[config.mk]
export PLATFORM = sky130hd
export DESIGN_NAME = integer_to_radix_digits
export DESIGN_NICKNAME = d
export VERILOG_FILES = /design/src/rtl/itrd_pkg.sv /design/src/rtl/itrd_ram.sv /design/src/rtl/itrd_div.sv /design/src/rtl/integer_to_radix_digits.sv
export VERILOG_INCLUDE_DIRS = /design/src /design/src/rtl
export SDC_FILE = /design/constraint.sdc
export NUM_CORES = 1
export LEC_CHECK = 0
export ABC_AREA = 1
export BUFFER_PORTS_ARGS = -buffer_cell sky130_fd_sc_hd__buf_2
export CAP_MARGIN = 15
export CORE_MARGIN = 2
export CORE_UTILIZATION = 60
export CTS_CLUSTER_SIZE = 8
export DETAILED_ROUTE_END_ITERATION = 8
export PLACE_DENSITY = 0.78
export SYNTH_ARGS = -nofsm -noshare
export SYNTH_HDL_FRONTEND = slang
export SYNTH_HIERARCHICAL = 1
export SYNTH_SLANG_ARGS = --single-unit
[constraint.sdc]
create_clock -name clk -period 4.7 [get_ports clk]
set_clock_uncertainty 0.15 [all_clocks]
set_input_delay 0.705 -clock clk [delete_from_list [all_inputs] [get_ports clk]]
set_output_delay 0.705 -clock clk [all_outputs]
set_load 0.05 [all_outputs]
[src/rtl/integer_to_radix_digits_defines.svh]
// Assertion macros for the integer to radix digits block.
// Each macro samples on clk and holds off while rst_n is low.
`ifndef INTEGER_TO_RADIX_DIGITS_DEFINES_SVH
`define INTEGER_TO_RADIX_DIGITS_DEFINES_SVH

// Consequent must hold in the same cycle as the antecedent.
`define ITRD_ASSERT_SAME(label, ante, cons, msg) \
    label: assert property (@(posedge clk) disable iff (!rst_n) (ante) |-> (cons)) \
        else $error(msg);

// Consequent must hold in the cycle after the antecedent.
`define ITRD_ASSERT_NEXT(label, ante, cons, msg) \
    label: assert property (@(posedge clk) disable iff (!rst_n) (ante) |=> (cons)) \
        else $error(msg);

`endif

[src/rtl/itrd_pkg.sv]
// Shared constants, types and the digit to ASCII mapping for the radix
// conversion block. No dependencies.
package itrd_pkg;

    localparam int VALUE_WIDTH = 32;
    localparam int MAX_DIGITS  = 32;

    localparam int ADDR_W     = $clog2(MAX_DIGITS);
    localparam int COUNT_W    = $clog2(MAX_DIGITS + 1);
    localparam int STEP_W     = $clog2(VALUE_WIDTH);
    localparam int DIGIT_W    = 6;
    localparam int CHAR_W     = 7;
    localparam int RADIX_W    = 6;
    localparam int LIMIT_W    = VALUE_WIDTH - 1;
    localparam int CFG_DATA_W = LIMIT_W;
    localparam int CFG_IDX_W  = 2;

    localparam logic [CFG_IDX_W-1:0] REG_RADIX = 2'd0;
    localparam logic [CFG_IDX_W-1:0] REG_UPPER = 2'd1;
    localparam logic [CFG_IDX_W-1:0] REG_LIMIT = 2'd2;

    localparam logic [RADIX_W-1:0] RADIX_DEFAULT = 6'd10;
    localparam logic [RADIX_W-1:0] RADIX_MIN     = 6'd2;
    localparam logic [RADIX_W-1:0] RADIX_MAX     = 6'd36;
    localparam logic [LIMIT_W-1:0] LIMIT_RESET   = LIMIT_W'(1000000);

    localparam logic [CHAR_W-1:0] CHAR_ZERO  = 7'h30;
    localparam logic [CHAR_W-1:0] CHAR_UPPER = 7'h41;
    localparam logic [CHAR_W-1:0] CHAR_LOWER = 7'h61;
    localparam logic [CHAR_W-1:0] CHAR_MINUS = 7'h2D;
    localparam logic [CHAR_W-1:0] CHAR_NONE  = 7'h00;

    localparam logic [DIGIT_W-1:0] DIGIT_NINE = 6'd9;
    localparam logic [CHAR_W-1:0]  LETTER_OFS = 7'd10;

    typedef struct packed {
        logic busy;
        logic done;
    } div_status_t;

    function automatic logic [CHAR_W-1:0] digit_char(input logic [DIGIT_W-1:0] d,
                                                     input logic upper);
        logic [CHAR_W-1:0] d_ext;
        d_ext = {1'b0, d};
        if (d > DIGIT_NINE)
            return d_ext - LETTER_OFS + (upper ? CHAR_UPPER : CHAR_LOWER);
        return d_ext + CHAR_ZERO;
    endfunction

endpackage

[src/rtl/itrd_ram.sv]
// Generic single write port RAM with registered read.
// No package dependencies.
module itrd_ram #(
    parameter int WIDTH = 8,
    parameter int DEPTH = 32
) (
    input  logic                     clk,
    input  logic                     we,
    input  logic [$clog2(DEPTH)-1:0] waddr,
    input  logic [WIDTH-1:0]         wdata,
    input  logic                     re,
    input  logic [$clog2(DEPTH)-1:0] raddr,
    output logic [WIDTH-1:0]         rdata
);

    logic [WIDTH-1:0] mem [DEPTH];
    logic [WIDTH-1:0] rdata_reg;

    always_ff @(posedge clk)
    begin
        if (we)
        begin
            mem[waddr] <= wdata;
        end
        if (re)
        begin
            rdata_reg <= mem[raddr];
        end
    end

    assign rdata = rdata_reg;

endmodule

[src/rtl/itrd_div.sv]
// Bit-serial restoring divider: unsigned value by a small radix, one
// quotient bit per cycle. Depends on itrd_pkg.
module itrd_div (
    input  logic                                 clk,
    input  logic                                 rst_n,
    input  logic                                 start,
    input  logic [itrd_pkg::VALUE_WIDTH-1:0]     dividend,
    input  logic [itrd_pkg::RADIX_W-1:0]         divisor,
    output logic [itrd_pkg::VALUE_WIDTH-1:0]     quotient,
    output logic [itrd_pkg::DIGIT_W-1:0]         remainder,
    output itrd_pkg::div_status_t                status
);

    logic [itrd_pkg::VALUE_WIDTH-1:0] q_reg;
    logic [itrd_pkg::DIGIT_W-1:0]     r_reg;
    logic [itrd_pkg::STEP_W-1:0]      step_reg;
    logic                             busy_reg;
    logic                             done_reg;
    logic [itrd_pkg::DIGIT_W:0]       trial;
    logic [itrd_pkg::DIGIT_W:0]       diff;
    logic                             ge;

    assign trial = {r_reg, q_reg[itrd_pkg::VALUE_WIDTH-1]};
    assign ge    = trial >= {1'b0, divisor};
    assign diff  = trial - {1'b0, divisor};

    always_ff @(posedge clk or negedge rst_n)
    begin
        if (!rst_n)
        begin
            busy_reg <= 1'b0;
            done_reg <= 1'b0;
            step_reg <= '0;
        end
        else if (start)
        begin
            busy_reg <= 1'b1;
            done_reg <= 1'b0;
            step_reg <= '0;
        end
        else if (busy_reg)
        begin
            step_reg <= step_reg + 1'b1;
            if (step_reg == itrd_pkg::STEP_W'(itrd_pkg::VALUE_WIDTH - 1))
            begin
                busy_reg <= 1'b0;
                done_reg <= 1'b1;
            end
        end
        else
        begin
            done_reg <= 1'b0;
        end
    end

    always_ff @(posedge clk)
    begin
        if (start)
        begin
            q_reg <= dividend;
            r_reg <= '0;
        end
        else if (busy_reg)
        begin
            q_reg <= {q_reg[itrd_pkg::VALUE_WIDTH-2:0], ge};
            r_reg <= ge ? diff[itrd_pkg::DIGIT_W-1:0] : trial[itrd_pkg::DIGIT_W-1:0];
        end
    end

    assign quotient    = q_reg;
    assign remainder   = r_reg;
    assign status.busy = busy_reg;
    assign status.done = done_reg;

endmodule

[src/rtl/integer_to_radix_digits.sv]
// Top level: signed integer to ASCII digits in a configurable radix.
// Depends on itrd_pkg, itrd_div, itrd_ram and the defines header.
//
//   channel  direction  handshake             payload
//   in       to block   in_valid / in_stall   value
//   out      from block out_valid / out_stall character, digit_count,
//                                             is_negative, status, last
//   cfg      to block   cfg_write             cfg_index, cfg_data
//
// Each digit comes from the bit-serial divider, one quotient bit per cycle.
// An out of range value is loaded as a single status result from S_START once the output register is free.
// in_stall stays high from the transfer until the last result is loaded.
// out_stall holds the output register and pauses the emit sequence.
// Reset clears control state; the digit RAM holds no reset value.
`include "integer_to_radix_digits_defines.svh"

module integer_to_radix_digits (
    input  logic                                 clk,
    input  logic                                 rst_n,
    input  logic                                 in_valid,
    output logic                                 in_stall,
    input  logic signed [itrd_pkg::VALUE_WIDTH-1:0] value,
    output logic                                 out_valid,
    input  logic                                 out_stall,
    output logic [itrd_pkg::CHAR_W-1:0]          character,
    output logic [itrd_pkg::COUNT_W-1:0]         digit_count,
    output logic                                 is_negative,
    output logic                                 status,
    output logic                                 last,
    input  logic                                 cfg_write,
    input  logic [itrd_pkg::CFG_IDX_W-1:0]       cfg_index,
    input  logic [itrd_pkg::CFG_DATA_W-1:0]      cfg_data
);

    localparam logic [2:0] S_IDLE  = 3'd0;
    localparam logic [2:0] S_START = 3'd1;
    localparam logic [2:0] S_DIV   = 3'd2;
    localparam logic [2:0] S_SIGN  = 3'd3;
    localparam logic [2:0] S_READ  = 3'd4;
    localparam logic [2:0] S_EMIT  = 3'd5;

    logic [2:0] state_reg;
    logic [2:0] state_next;

    logic [itrd_pkg::RADIX_W-1:0] radix_reg;
    logic                         upper_reg;
    logic [itrd_pkg::LIMIT_W-1:0] limit_reg;

    logic [itrd_pkg::VALUE_WIDTH-1:0] quotient_reg;
    logic [itrd_pkg::COUNT_W-1:0]     count_reg;
    logic [itrd_pkg::COUNT_W-1:0]     count_next;
    logic [itrd_pkg::ADDR_W-1:0]      idx_reg;
    logic                             neg_reg;
    logic                             oor_reg;

    logic                             out_valid_reg;
    logic [itrd_pkg::CHAR_W-1:0]      char_reg;
    logic [itrd_pkg::COUNT_W-1:0]     cnt_out_reg;
    logic                             neg_out_reg;
    logic                             status_reg;
    logic                             last_reg;

    logic [itrd_pkg::RADIX_W-1:0]     base;
    logic                             in_xfer;
    logic                             slot_free;
    logic                             load;
    logic [itrd_pkg::CHAR_W-1:0]      ld_char;
    logic                             ld_neg;
    logic                             ld_status;
    logic                             ld_last;
    logic                             div_start;
    logic                             div_stop;
    logic [itrd_pkg::VALUE_WIDTH-1:0] div_dividend;
    logic [itrd_pkg::VALUE_WIDTH-1:0] div_quot;
    logic [itrd_pkg::DIGIT_W-1:0]     div_rem;
    itrd_pkg::div_status_t            div_stat;
    logic [itrd_pkg::DIGIT_W-1:0]     ram_rdata;

    assign base = (radix_reg < itrd_pkg::RADIX_MIN || radix_reg > itrd_pkg::RADIX_MAX)
                  ? itrd_pkg::RADIX_DEFAULT : radix_reg;

    assign in_stall   = (state_reg != S_IDLE);
    assign in_xfer    = in_valid && !in_stall;
    assign slot_free  = !out_valid_reg || !out_stall;
    assign count_next = count_reg + 1'b1;
    assign div_stop   = (div_quot == '0)
                        || (count_next == itrd_pkg::COUNT_W'(itrd_pkg::MAX_DIGITS));

    always_ff @(posedge clk or negedge rst_n)
    begin
        if (!rst_n)
        begin
            radix_reg <= itrd_pkg::RADIX_DEFAULT;
            upper_reg <= 1'b0;
            limit_reg <= itrd_pkg::LIMIT_RESET;
        end
        else if (cfg_write)
        begin
            unique case (cfg_index)
                itrd_pkg::REG_RADIX: radix_reg <= cfg_data[itrd_pkg::RADIX_W-1:0];
                itrd_pkg::REG_UPPER: upper_reg <= cfg_data[0];
                itrd_pkg::REG_LIMIT: limit_reg <= cfg_data[itrd_pkg::LIMIT_W-1:0];
                default: ;
            endcase
        end
    end

    always_comb
    begin
        state_next   = state_reg;
        load         = 1'b0;
        ld_char      = itrd_pkg::CHAR_NONE;
        ld_neg       = neg_reg;
        ld_status    = 1'b0;
        ld_last      = 1'b0;
        div_start    = 1'b0;
        div_dividend = quotient_reg;
        unique case (state_reg)
            S_IDLE:
            begin
                if (in_xfer)
                begin
                    state_next = S_START;
                end
            end
            S_START:
            begin
                if (oor_reg)
                begin
                    if (slot_free)
                    begin
                        load       = 1'b1;
                        ld_neg     = 1'b0;
                        ld_status  = 1'b1;
                        ld_last    = 1'b1;
                        state_next = S_IDLE;
                    end
                end
                else
                begin
                    div_start  = 1'b1;
                    state_next = S_DIV;
                end
            end
            S_DIV:
            begin
                if (div_stat.done)
                begin
                    if (div_stop)
                    begin
                        state_next = S_SIGN;
                    end
                    else
                    begin
                        div_start    = 1'b1;
                        div_dividend = div_quot;
                    end
                end
            end
            S_SIGN:
            begin
                if (!neg_reg)
                begin
                    state_next = S_READ;
                end
                else if (slot_free)
                begin
                    load       = 1'b1;
                    ld_char    = itrd_pkg::CHAR_MINUS;
                    state_next = S_READ;
                end
            end
            S_READ:
            begin
                state_next = S_EMIT;
            end
            S_EMIT:
            begin
                if (slot_free)
                begin
                    load       = 1'b1;
                    ld_char    = itrd_pkg::digit_char(ram_rdata, upper_reg);
                    ld_last    = (idx_reg == '0);
                    state_next = (idx_reg == '0) ? S_IDLE : S_READ;
                end
            end
            default:
            begin
                state_next = S_IDLE;
            end
        endcase
    end

    always_ff @(posedge clk or negedge rst_n)
    begin
        if (!rst_n)
        begin
            state_reg     <= S_IDLE;
            out_valid_reg <= 1'b0;
            quotient_reg  <= '0;
            count_reg     <= '0;
            neg_reg       <= 1'b0;
            oor_reg       <= 1'b0;
            idx_reg       <= '0;
        end
        else
        begin
            state_reg <= state_next;
            if (load)
            begin
                out_valid_reg <= 1'b1;
            end
            else if (!out_stall)
            begin
                out_valid_reg <= 1'b0;
            end
            if (in_xfer)
            begin
                neg_reg      <= value[itrd_pkg::VALUE_WIDTH-1];
                oor_reg      <= !value[itrd_pkg::VALUE_WIDTH-1]
                                && (value[itrd_pkg::VALUE_WIDTH-2:0] > limit_reg);
                quotient_reg <= value[itrd_pkg::VALUE_WIDTH-1]
                                ? (~value + 1'b1) : value;
                count_reg    <= '0;
            end
            else if (state_reg == S_DIV && div_stat.done)
            begin
                quotient_reg <= div_quot;
                count_reg    <= count_next;
                if (div_stop)
                begin
                    idx_reg <= count_reg[itrd_pkg::ADDR_W-1:0];
                end
            end
            else if (state_reg == S_EMIT && slot_free && idx_reg != '0)
            begin
                idx_reg <= idx_reg - 1'b1;
            end
        end
    end

    always_ff @(posedge clk)
    begin
        if (load)
        begin
            char_reg    <= ld_char;
            cnt_out_reg <= ld_status ? '0 : count_reg;
            neg_out_reg <= ld_neg;
            status_reg  <= ld_status;
            last_reg    <= ld_last;
        end
    end

    itrd_div u_div (
        .clk       (clk),
        .rst_n     (rst_n),
        .start     (div_start),
        .dividend  (div_dividend),
        .divisor   (base),
        .quotient  (div_quot),
        .remainder (div_rem),
        .status    (div_stat)
    );

    itrd_ram #(
        .WIDTH (itrd_pkg::DIGIT_W),
        .DEPTH (itrd_pkg::MAX_DIGITS)
    ) u_digits (
        .clk   (clk),
        .we    (state_reg == S_DIV && div_stat.done),
        .waddr (count_reg[itrd_pkg::ADDR_W-1:0]),
        .wdata (div_rem),
        .re    (state_reg == S_READ),
        .raddr (idx_reg),
        .rdata (ram_rdata)
    );

    assign out_valid   = out_valid_reg;
    assign character   = char_reg;
    assign digit_count = cnt_out_reg;
    assign is_negative = neg_out_reg;
    assign status      = status_reg;
    assign last        = last_reg;

    `ITRD_ASSERT_SAME(a_div_start_idle, div_start, !div_stat.busy,
                      "divider restarted while busy")
    `ITRD_ASSERT_SAME(a_oor_shape, out_valid && status,
                      last && character == itrd_pkg::CHAR_NONE && digit_count == '0,
                      "malformed out of range result")
    `ITRD_ASSERT_SAME(a_last_is_digit, out_valid && last && !status,
                      character != itrd_pkg::CHAR_MINUS && digit_count != '0,
                      "last result is not a digit")
    `ITRD_ASSERT_NEXT(a_emit_follows_read, state_reg == S_READ, state_reg == S_EMIT,
                      "read not followed by emit")

endmodule

==> impl_metrics.ini <==
[setup_path]
crit_cells = 10
cp_num_buf_inv = 4
worst-setup-path-type = flop to flop
reg2reg_depth = 10
start_kind = flop
cp.arrival_ns = 3.49
crit_path_end_kind = flop
crit_chain = nor2_2, nand2_1, inv_2, nand2_4, inv_2, nand3_4, o21ai_2, nor2_1, inv_1, buf_4
cpMostUsedCell = inv_2
slowest_delay_ns = 0.43
critical_path.max_fanout = 34
slowest_stage = dfrtp_1
critPathRequiredTime_ns = 4.76
crit_family = buffers and inverters

[placement]
gp_congestion = 0.937
placed_area_um2 = 18200
hpwl_um = 28400
port_buffers = 87
dpl.cell_count = 2390

[die]
rows = 62
start_util = 0.611
ios = 88
core_um2 = 28800
die_x_um = 175
fp.dieArea_um2 = 30700
die_height_um = 175

[timing]
setup_viol = 0
tns_ns = 0
final_hold_viol_count = 0
slew_headroom = 0.331
finalCritPeriodShare = 0.730
period_minus_slack_ns = 3.43
worst_pin_slew_ns = 1.00
drv_slew = 0
fmax_ghz = 0.291
grt_setup_unrepaired = false

[synth]
synth_nets = 2105
synth_area_per_cell_um2 = 8.88
yosys_warnings = 6
synthCells = 1981
synth_area_um2 = 17600

[power_and_ir_drop]
power_mw = 11.1
ir_drop_v = 0.000273
powerDensity_nw_per_um2 = 569
p_leak_nw = 8.68

[grt]
top_usage_layer = met2
gr-total-overflow = 0
antenna_found_initial = 0
grt_pass1_vias = 13418
grt_pass1_wl_um = 67500
use_met2 = 0.464
grt_use_met3 = 0.0474
grt_max_degree = 97
met1_usage = 0.361
grt_usage = 0.278

[layout]
antenna_cells = 0
n_fill_cell = 2194
drive_above_1_share = 0.106
area_growth_pct = 11.4
stdcell_count = 2470
seq_area_um2 = 9880
final_nets = 2182
fin_area_um2 = 19600
multi_input_area_um2 = 6580
largest_reg_flops = 192

[routing]
drt_iter0_markers = 1250
drcViolationCount = 0
ant_nets = 0
avgRoutedWirePerCell_um = 17.2
dr.pass1.iters = 6
num_vias = 13985
wl_um = 42400
post_drt_via_cell_ratio = 5.66

[cts]
post_cts_buffers = 0
cts.sinks = 346
path_clk_slew_ns = 0.05
h-tree-depth = 2
insertion_delay_ns = 0.55
cts_hold_buf = 0
root_buffer = clkbuf_16
cts-resized-gates = 0
cts_buffers = 49
tritoncts = done
cts-root-to-sink-buffers = 3

[outcome]
status = complete, no violations

[flow_run]
cap_violations = 0

[min_path]
min_path_type = input port to asynchronous set/reset pin
## layout make-up
cell class                      instances  share of cell area
Sequential cell                       346               0.504
Multi-Input combinational cell       1373               0.336
Clock buffer                           76              0.0694
Inverter                              189              0.0363
Timing Repair Buffer                   99              0.0276
Tap cell                              384              0.0245
Clock inverter                          3             0.00211
## routing by layer
metal | routed length, µm | part of all wire
met5 | 0 | 0
met1 | 17300 | 0.41
met2 | 19900 | 0.47
met4 | 1680 | 0.040
met3 | 3570 | 0.084
## cell usage in the layout (no fill, tap or decap), types with 4 or more instances in the layout
cell type,instances
dfxtp_2,4
nor2_1,166
o21ai_0,62
nor3_1,7
ha_1,52
inv_2,5
buf_2,86
nor2_2,5
nand4_1,25
nand2_1,675
edfxtp_1,246
clkbuf_16,50
clkbuf_1,25
buf_4,12
dfrtp_1,84
inv_1,183
a21oi_1,62
o21ai_1,11
nand3_1,220
o21ai_2,28
o21bai_1,6
xor2_1,5
o221ai_1,5
dfstp_2,9
o211ai_1,11
## per-stage QoR
| step | utilization | hold WS, ns | worst slack (ns) |
|---|---|---|---|
| floorplan | - | 0.259 | 1.76 |
| global placement | 0.631 | 0.318 | 1.45 |
| detailed placement | 0.631 | 0.321 | 1.29 |
| CTS | 0.680 | 0.145 | 1.29 |
| global route | 0.681 | 0.158 | 1.04 |
| finish | 0.681 | 0.0987 | 1.27 |
## worst paths after layout
kind	start	end	slack (ns)
max	state_reg[0]$_DFFE_PN0P_	u_div/quotient[12]$_DFFE_PP_	1.27
min	rst_n	quotient_reg[20]$_DFFE_PN0P_	0.1
max reg2reg	state_reg[0]$_DFFE_PN0P_	u_div/quotient[12]$_DFFE_PP_	1.27
min reg2reg	limit_reg[19]$_DFFE_PN1P_	limit_reg[19]$_DFFE_PN1P_	0.32
max in group asynchronous	rst_n	idx_reg[0]$_DFFE_PN0P_	3.34
min in group clk	cfg_data[18]	limit_reg[18]$_DFFE_PN1P_	0.24
## power breakdown
part / switching [mW] / internal (mW) / total (mW)
logic: 2.29 / 1.04 / 3.33
clock network: 1.22 / 1.96 / 3.18
registers: 0.519 / 4.11 / 4.62
Power figures use the tool's default switching activity.
